--- config.mk ---
export PLATFORM = sky130hd
export DESIGN_NAME = fir_q15_saturating_unit
export DESIGN_NICKNAME = d
export VERILOG_FILES = /design/src/design/fsq_pkg.sv /design/src/design/fsq_ram.sv /design/src/design/fsq_mac.sv /design/src/design/fir_q15_saturating_unit.sv
export SDC_FILE = /design/constraint.sdc
export NUM_CORES = 2
export LEC_CHECK = 0
export BUFFER_PORTS_ARGS = -buffer_cell sky130_fd_sc_hd__buf_2
export CORE_ASPECT_RATIO = 0.7
export CORE_MARGIN = 8
export CORE_UTILIZATION = 55
export DETAILED_ROUTE_END_ITERATION = 8
export GPL_ROUTABILITY_DRIVEN = 0
export GPL_TIMING_DRIVEN = 0
export PLACE_DENSITY = 0.7
export SYNTH_ARGS = -nofsm -noshare
export SYNTH_HDL_FRONTEND = slang
export SYNTH_SLANG_ARGS = --single-unit
--- constraint.sdc ---
create_clock -name i_clk -period 7.3 [get_ports i_clk]
set_clock_uncertainty 0.05 [all_clocks]
set_input_delay 2.19 -clock i_clk [delete_from_list [all_inputs] [get_ports i_clk]]
set_output_delay 2.19 -clock i_clk [all_outputs]
set_load 0.02 [all_outputs]
--- src/design/fsq_pkg.sv ---
package fsq_pkg;

    localparam int DATA_W  = 16;
    localparam int Q_SHIFT = 15;
    localparam int OUT_MAX = 32767;
    localparam int OUT_MIN = -32768;

    localparam logic [1:0] KIND_SAMPLE = 2'd0;
    localparam logic [1:0] KIND_COEF   = 2'd1;
    localparam logic [1:0] KIND_CLEAR  = 2'd2;

    typedef logic signed [DATA_W-1:0] t_sample;

    typedef struct packed {
        logic vld;
        logic first;
        logic last;
    } t_mac_ctl;

endpackage

--- src/design/fsq_ram.sv ---
module fsq_ram
    import fsq_pkg::*;
#(
    parameter int DEPTH  = 16,
    parameter int ADDR_W = $clog2(DEPTH)
) (
    input  logic              i_clk,
    input  logic              i_rst_n,
    input  logic              i_clr,
    input  logic              i_we,
    input  logic [ADDR_W-1:0] i_waddr,
    input  t_sample           i_wdata,
    input  logic [ADDR_W-1:0] i_raddr,
    output t_sample           o_rdata
);

    t_sample            r_mem [DEPTH];
    logic [DEPTH-1:0]   r_vld;
    t_sample            r_rdata;
    logic               r_rd_ok;

    always_ff @(posedge i_clk) begin
        if (i_we) begin
            r_mem[i_waddr] <= i_wdata;
        end
        r_rdata <= r_mem[i_raddr];
    end

    always_ff @(posedge i_clk) begin
        if (!i_rst_n) begin
            r_vld   <= '0;
            r_rd_ok <= 1'b0;
        end else begin
            r_rd_ok <= r_vld[i_raddr];
            if (i_clr) begin
                r_vld <= '0;
            end else if (i_we) begin
                r_vld[i_waddr] <= 1'b1;
            end
        end
    end

    assign o_rdata = r_rd_ok ? r_rdata : '0;

endmodule

--- src/design/fsq_mac.sv ---
module fsq_mac
    import fsq_pkg::*;
#(
    parameter int TAP_COUNT = 16,
    parameter int ACC_W     = 2 * DATA_W + $clog2(TAP_COUNT)
) (
    input  logic     i_clk,
    input  logic     i_rst_n,
    input  t_mac_ctl i_ctl,
    input  t_sample  i_dly,
    input  t_sample  i_coef,
    output logic     o_done,
    output t_sample  o_result
);

    localparam logic signed [ACC_W-1:0] SAT_HI = ACC_W'(OUT_MAX);
    localparam logic signed [ACC_W-1:0] SAT_LO = ACC_W'(OUT_MIN);

    t_mac_ctl                   r_ctl1;
    t_mac_ctl                   r_ctl2;
    logic                       r_done;
    logic signed [2*DATA_W-1:0] r_prod;
    logic signed [ACC_W-1:0]    r_acc;
    logic signed [ACC_W-1:0]    n_acc;
    logic signed [ACC_W-1:0]    shifted;

    always_ff @(posedge i_clk) begin
        if (!i_rst_n) begin
            r_ctl1 <= '0;
            r_ctl2 <= '0;
            r_done <= 1'b0;
        end else begin
            r_ctl1 <= i_ctl;
            r_ctl2 <= r_ctl1;
            r_done <= r_ctl2.vld & r_ctl2.last;
        end
    end

    always_comb begin
        if (r_ctl2.first) begin
            n_acc = ACC_W'(r_prod);
        end else begin
            n_acc = r_acc + ACC_W'(r_prod);
        end
    end

    always_ff @(posedge i_clk) begin
        r_prod <= i_dly * i_coef;
        if (r_ctl2.vld) begin
            r_acc <= n_acc;
        end
    end

    always_comb begin
        shifted = r_acc >>> Q_SHIFT;
        if (shifted > SAT_HI) begin
            o_result = t_sample'(OUT_MAX);
        end else if (shifted < SAT_LO) begin
            o_result = t_sample'(OUT_MIN);
        end else begin
            o_result = shifted[DATA_W-1:0];
        end
    end

    assign o_done = r_done;

endmodule

--- src/design/fir_q15_saturating_unit.sv ---
// 16-tap direct-form FIR on signed 16-bit samples with Q15 coefficients (TAP_COUNT taps,
// 2 to 16). The delay line is a circular buffer in one memory and the coefficients sit in
// a second memory; both read as zero after reset, and a clear item zeroes the delay line
// at once. A sample item holds the input from its transfer to the next input transfer:
// one read of each memory and one multiply-accumulate per tap, the read, product and
// accumulator registers, then the output register load, which waits while the previous
// result is stalled. The result is floor(sum / 2^15) saturated to 16 bits. Coefficient
// writes and clears do not hold the input and give no result. A finished result waits in
// the output register while the next item is accepted. Coefficient writes with tap_index
// of TAP_COUNT or more and items of kind 3 are dropped.
module fir_q15_saturating_unit
    import fsq_pkg::*;
#(
    parameter int TAP_COUNT = 16
) (
    input  logic        i_clk,
    input  logic        i_rst_n,
    input  logic        i_valid,
    output logic        o_stall,
    input  logic [1:0]  i_kind,
    input  t_sample     i_sample_in,
    input  logic [3:0]  i_tap_index,
    input  t_sample     i_tap_value,
    output logic        o_valid,
    input  logic        i_stall,
    output t_sample     o_filtered
);

    localparam int ADDR_W = $clog2(TAP_COUNT);
    localparam logic [ADDR_W-1:0] LAST = ADDR_W'(TAP_COUNT - 1);

    localparam logic [1:0] S_IDLE = 2'd0;
    localparam logic [1:0] S_READ = 2'd1;
    localparam logic [1:0] S_WAIT = 2'd2;
    localparam logic [1:0] S_OUT  = 2'd3;

    logic [1:0]        r_state;
    logic [1:0]        n_state;
    logic [ADDR_W-1:0] r_head;
    logic [ADDR_W-1:0] n_head;
    logic [ADDR_W-1:0] r_rptr;
    logic [ADDR_W-1:0] r_cnt;
    logic              r_out_vld;
    t_sample           r_out_data;

    logic              accept;
    logic              dly_we;
    logic              dly_clr;
    logic              coef_we;
    logic              load;
    t_mac_ctl          mac_ctl;
    t_sample           dly_q;
    t_sample           coef_q;
    logic              mac_done;
    t_sample           mac_result;

    assign o_stall = (r_state != S_IDLE);
    assign accept  = i_valid & ~o_stall;
    assign n_head  = (r_head == LAST) ? '0 : r_head + 1'b1;
    assign dly_we  = accept & (i_kind == KIND_SAMPLE);
    assign dly_clr = accept & (i_kind == KIND_CLEAR);
    assign coef_we = accept & (i_kind == KIND_COEF) & (32'(i_tap_index) < TAP_COUNT);
    assign load    = (r_state == S_OUT) & (~r_out_vld | ~i_stall);

    always_comb begin
        mac_ctl.vld   = (r_state == S_READ);
        mac_ctl.first = (r_cnt == '0);
        mac_ctl.last  = (r_cnt == LAST);
    end

    always_comb begin
        n_state = r_state;
        case (r_state)
            S_IDLE: begin
                if (dly_we) begin
                    n_state = S_READ;
                end
            end
            S_READ: begin
                if (r_cnt == LAST) begin
                    n_state = S_WAIT;
                end
            end
            S_WAIT: begin
                if (mac_done) begin
                    n_state = S_OUT;
                end
            end
            S_OUT: begin
                if (load) begin
                    n_state = S_IDLE;
                end
            end
            default: n_state = S_IDLE;
        endcase
    end

    always_ff @(posedge i_clk) begin
        if (!i_rst_n) begin
            r_state   <= S_IDLE;
            r_head    <= '0;
            r_rptr    <= '0;
            r_cnt     <= '0;
            r_out_vld <= 1'b0;
        end else begin
            r_state <= n_state;
            if (dly_we) begin
                r_head <= n_head;
                r_rptr <= n_head;
                r_cnt  <= '0;
            end else if (r_state == S_READ) begin
                r_rptr <= (r_rptr == '0) ? LAST : r_rptr - 1'b1;
                r_cnt  <= r_cnt + 1'b1;
            end
            if (load) begin
                r_out_vld <= 1'b1;
            end else if (~i_stall) begin
                r_out_vld <= 1'b0;
            end
        end
    end

    always_ff @(posedge i_clk) begin
        if (load) begin
            r_out_data <= mac_result;
        end
    end

    fsq_ram #(
        .DEPTH (TAP_COUNT)
    ) u_dly_ram (
        .i_clk   (i_clk),
        .i_rst_n (i_rst_n),
        .i_clr   (dly_clr),
        .i_we    (dly_we),
        .i_waddr (n_head),
        .i_wdata (i_sample_in),
        .i_raddr (r_rptr),
        .o_rdata (dly_q)
    );

    fsq_ram #(
        .DEPTH (TAP_COUNT)
    ) u_coef_ram (
        .i_clk   (i_clk),
        .i_rst_n (i_rst_n),
        .i_clr   (1'b0),
        .i_we    (coef_we),
        .i_waddr (ADDR_W'(i_tap_index)),
        .i_wdata (i_tap_value),
        .i_raddr (r_cnt),
        .o_rdata (coef_q)
    );

    fsq_mac #(
        .TAP_COUNT (TAP_COUNT)
    ) u_mac (
        .i_clk    (i_clk),
        .i_rst_n  (i_rst_n),
        .i_ctl    (mac_ctl),
        .i_dly    (dly_q),
        .i_coef   (coef_q),
        .o_done   (mac_done),
        .o_result (mac_result)
    );

    assign o_valid    = r_out_vld;
    assign o_filtered = r_out_data;

endmodule

# Word-level counts from Yosys, hierarchy flattened
# Memories as Yosys holds them, arrays and structs flattened. A register that Yosys moved wholly into a read port is not among the register bits.
# Cells that the tools add are included.
[word_totals]
mem_bits_rw = 512
word_cells = 97
in_bits = 42
n_memories = 2
regBits = 140
[mem_list]
columns = ["name", "depth", "width", "rd", "rd_clocked_by_memory_dff", "wr", "line_no", "source"]
rows = [
  ["u_coef_ram.r_mem", 16, 16, 1, 1, 1, "fsq_ram.sv:17", "t_sample r_mem [DEPTH];"],
  ["u_dly_ram.r_mem", 16, 16, 1, 1, 1, "fsq_ram.sv:17", ""],
]
[op_classes]
n_bitwise = 13
reduce_logical = 11
muxes = 27
mul = 1
magnitude_cmp = 8
n_eq_ne = 12
addsub = 4
[ops]
columns = ["op", "n"]
rows = [
  ["two-way mux 16 bit", 3],
  ["adder 36 x 32 -> 36 bit", 1],
  ["two-way mux 36 bit", 1],
  ["multiplier 16 x 16 -> 32 bit", 1],
  ["OR 16 bit", 2],
  ["greater-than comparator 21 x 16 -> 1 bit (second input constant)", 1],
  ["less-than comparator 21 x 16 -> 1 bit (second input constant)", 1],
  ["less-than comparator 4 x 5 -> 1 bit (second input constant)", 4],
  ["two-way mux 4 bit", 4],
  ["two-way mux 1 bit", 10],
  ["adder 4 x 1 -> 4 bit (second input constant)", 2],
  ["binary-select mux 1 bit (select 4 bit)", 2],
  ["demux 1 bit (select 4 bit)", 2],
  ["== test 4 bit (second input constant)", 2],
  ["greater-or-equal comparator 4 x 1 -> 1 bit (second input constant)", 2],
  ["zero test 4 bit", 2],
  ["two-way mux 2 bit", 4],
  ["one-hot mux 2 bit (4 select lines)", 1],
  ["bitwise AND 1 bit", 6],
  ["== test 2 bit (second input constant)", 3],
  ["!= test 2 bit (second input constant)", 3],
  ["== test 2 x 1 -> 1 bit (second input constant)", 2],
  ["zero test 2 bit", 2],
  ["!= test 2 x 1 -> 1 bit (second input constant)", 2],
  ["other kinds (7)", 13],
]

# Depth between registers and ports, before layout
[logic_depth]
ltp_word = 7
mapped_depth = 26

# Hierarchy
# Synthesis repeated with hierarchy kept, for this count alone.
[unflattened]
cells_unflattened = 2653
hier_area_um2 = 36957.9
[modules_own_cells]
columns = ["module", "area_per_inst_um2", "cells_per_inst", "n_inst", "seq_area_each_um2"]
rows = [
  ["fsq_ram", 10737.8, 504, 2, 8348.0],
  ["fsq_mac", 14162.3, 1526, 1, 1861.8],
  ["fir_q15_saturating_unit", 1320.0, 119, 1, 780.7],
]

# Worst setup path before layout
# Ideal clock, no wire load.
[synth_timing]
path_type = "register to register"
start = "register u_coef_ram.r_rd_ok"
end = "register u_mac.r_prod[31]"
stages_incl_launch_ff = 27
arrival_time_ns = 6.270
t_required_ns = 7.130
setup_ns = 0.120
path_slack_ns = 0.859
n_path_buf = 3
path_cell_list = "dfxtp_1 > clkbuf_1 > and2_1 > clkbuf_1 > nand2_1 > fa_1 > inv_1 > fa_1 > inv_1 > fa_1 > inv_1 > fa_1 > fa_1 > inv_1 > fa_1 > inv_1 > ha_1 > clkbuf_1 > a21o_1 > a21o_1 > a21oi_1 > o211a_1 > a21oi_1 > o221a_2 > a2111oi_2 > a21oi_1 > xnor2_1"
[synth_between]
elab_chain_cells = 2
[synth_rtl]
columns = ["element", "line_no", "source"]
rows = [
  ["from (decl)", "fsq_ram.sv:20", "logic r_rd_ok;"],
  ["from (signal assigned)", "fsq_ram.sv:34", "r_rd_ok <= r_vld[i_raddr];"],
  ["two-way mux 16 bit", "fsq_ram.sv:43", "assign o_rdata = r_rd_ok ? r_rdata : '0;"],
  ["multiplier 16 x 16 -> 32 bit", "fsq_mac.sv:48", "r_prod <= i_dly * i_coef;"],
  ["to (signal assigned)", "fsq_mac.sv:48", ""],
  ["to (decl)", "fsq_mac.sv:22", "logic signed [2*DATA_W-1:0] r_prod;"],
]
# Every way passes these cells.
# A chain may end at the register's enable or synchronous reset.

# Final worst setup path
[layout_timing]
start = "register u_dly_ram.r_rd_ok"
end = "register u_mac.r_prod[31]"
[layout_between]
elab_chain_cells = 2
[layout_rtl]
columns = ["element", "line_no"]
rows = [
  ["from (decl)", "fsq_ram.sv:20"],
  ["from (signal assigned)", "fsq_ram.sv:34"],
  ["two-way mux 16 bit", "fsq_ram.sv:43"],
  ["multiplier 16 x 16 -> 32 bit", "fsq_mac.sv:48"],
]
# Every way passes these cells.

==> results.cfg <==
[hold_path]
holdPathStages = 1
hold_class = register to register
min-delay-start = u_mac.r_ctl1[0]
whs_endpoint = u_mac.r_ctl2[0]

[logic_synthesis]
async_reset_ff_frac = 0
synth_area_leader_cell = edfxtp_1
synthesis.area_mm2 = 0.0366
syn_inst = 2619
synthTopCellsByCount = edfxtp_1, inv_1, nor2_1
synth_top_cells_by_area = edfxtp_1, fa_1, mux4_2
ys_ff_latch = 684
synth_enable_flop_cells = 564
ys_seq_area_frac = 0.528
yosysTopAreaCellShare = 0.462
ys_warn_count = 0
synth_nets = 3054
synth_ff_type = edfxtp_1
synthDistinctLibCells = 63
synth.avg_cell_area_um2 = 14.0
synth.most_common_cell = edfxtp_1

[power]
peakVddDrop_uv = 256
finalPower_uw = 9350
sw_frac_of_total = 0.258
clkPwrFrac = 0.356
switching_power_uw = 2410
seqPwrFrac = 0.477
power_density_mw_per_mm2 = 229
p_int_uw = 6940
comb_power_share = 0.167
p_leak_uw = 0.0156

[grt]
grt_max_degree = 35
first_global_vias = 23123
overflow = 0
grt_pass1_wl_um = 135000
grtUsageTotal = 0.234
antenna_found_initial = 5

[cells_and_area]
finish.utilization = 0.618
final_layout_size_suffix_gt1_frac = 0.158
fin_cells = 3721
fill_cells = 4822
nets = 3209
syn_to_final_growth_pct = 11.6

[floorplanning]
die_y_um = 232
start_util = 0.554
io_pins = 60
dieArea_mm2 = 0.0752
core_area_mm2 = 0.0661
die_w_um = 324
core.rowCount = 79

[critical_path]
start_kind = register
cp-end-kind = register
r2r_end = u_mac.r_prod[31]
r2r_cells = 25
r2r_slack_ns = 0.29
r2r_start = u_dly_ram.r_rd_ok
path_buf_inv = 7
crit_fanout = 10
critPathTopFamily = adder cells
path_common_cell = fa_1
slowest_stage = fa_1
critPathKind = register to register
cp.required_ns = 7.76
slowest_delay_ns = 0.52
arrival_ns = 7.47

[timing]
slew_violations = 0
report.final.setup_viol = 0
min_period_ns = 7.01
hold_viol = 0
fin_hold_ws_ns = 0.387
worstMarginPinSlew_ns = 1.16
clock.fmax_ghz = 0.143
max_slew_margin = 0.229
period_share = 0.961

[drt]
drc = 0
wl_um = 87200
vias = 22239
ant_nets = 0
wire_per_inst_um = 23.4
dr.pass1.iters = 6
viasPerCell = 5.98
drtIter0Drc = 2215

[cts]
post_cts_buffers = 0
cts_buffer_depth = 3
hold_buffers = 0
cts.sinks = 684
clkLatencyLatePin_ns = 0.62
cts_tree = done
cts_max_level = 3
clkTransAtPathRegs_ns = 0.07
cts_root_buffer = clkbuf_16
cts_buffers = 66

[run]
drv_cap = 0

[placement]
dp.cells = 3607
port_buffers = 59
dp_hpwl_um = 64100

[status]
status = finished, final reports clean
==> placed cells by master (no fill, tap or decap), types with 69 or more instances in the layout <==
cell / count
buf_2: 69
clkbuf_1: 83
clkbuf_16: 69
dfxtp_1: 119
edfxtp_1: 564
fa_1: 263
ha_1: 130
inv_1: 315
mux4_2: 170
nand2_1: 206
nor2_1: 249
==> layout make-up <==
type	instances	area [µm²]	share of cell area
clock buffers	96	1900	0.0465
inverters	316	1190	0.0290
flip-flops and latches	684	19300	0.473
well taps	891	1110	0.0273
clock inverters	25	203	0.00496
diodes	3	7.51	0.000184
plain buffers	93	385	0.00943
multi-input cells	1516	15800	0.387
repair buffers	97	912	0.0223
==> worst reg2reg max path: cells and delay by family (launching register included) <==
family                     cells  cell delay, ns
AOI/OAI and AO/OA              8            1.80
xor gates and xnor gates       1            0.15
adders and majority gates      7            3.09
buffers and inverters          7            0.94
DFF                            1            0.46
and+or+nand+nor                2            0.42
==> power by group through the flow <==
stage | clock [µW] | combinational, µW | sequential (µW)
after floorplan | 0 | 1060 | 4500
after global placement | 0 | 1500 | 4540
after detailed placement | 0 | 1560 | 4540
after CTS | 3380 | 1570 | 4450
after global routing | 3520 | 1660 | 4470
final | 3330 | 1560 | 4460
==> state kept, by name, indices dropped and copies added, names as in the netlist <==
name	count
u_coef_ram.r_mem	256
u_mac.o_done	1
r_cnt	4
u_mac.r_ctl1	3
u_mac.r_ctl2	3
o_valid	1
u_mac.r_acc	36
u_coef_ram.r_vld	16
u_dly_ram.r_mem	256
u_coef_ram.r_rdata	16
r_rptr	4
r_state	2
r_head	4
u_dly_ram.r_rd_ok	1
u_dly_ram.r_vld	16
u_coef_ram.r_rd_ok	1
u_mac.r_prod	32
o_filtered	16
u_dly_ram.r_rdata	16
==> how the worst max path moves through the flow <==
stage                                  start          endpoint  slack, ns  cells past startpoint
after global placement    u_coef_ram.r_rd_ok  u_mac.r_prod[31]      -0.06                     26
final                      u_dly_ram.r_rd_ok  u_mac.r_prod[31]       0.29                     25
after CTS                  u_dly_ram.r_rd_ok  u_mac.r_prod[31]      0.007                     24
after detailed placement   u_dly_ram.r_rd_ok  u_mac.r_prod[30]      -0.18                     23
after global routing       u_dly_ram.r_rd_ok  u_mac.r_prod[31]      -0.01                     26
after floorplan           u_coef_ram.r_rd_ok  u_mac.r_prod[31]       0.86                     26
==> through the flow <==
step | area, µm² | setup TNS (ns) | setup WS (ns)
final | 40900 | 0 | 0.285
after global routing | 40900 | -0.0145 | -0.0145
after CTS | 40900 | 0 | 0.00702
after detailed placement | 38700 | -0.500 | -0.183
after global placement | 38000 | -0.0599 | -0.0599
after floorplan | 36600 | 0 | 0.859
==> layer usage <==
layer	global-route usage	share of wire
met4	0.0679	0.026
met1	0.337	0.42
met5	0	0.00015
met3	0.0512	0.097
met2	0.362	0.45
==> cell families after synthesis <==
kind of cell | synth area share
flip-flops | 0.528
AND/OR/NAND/NOR | 0.0745
buffers and inverters | 0.0433
adder cells (fa/ha/maj) | 0.188
AO/OA/AOI/OAI | 0.0438
multiplexers | 0.105
XOR/XNOR | 0.0167
==> timing repair <==
item	CTS	global route
resized for setup	8	35
gates cloned	0	0
endpoints found under the setup margin	3	5
hold endpoints to repair	0	0
Power figures use the tool's default switching activity.
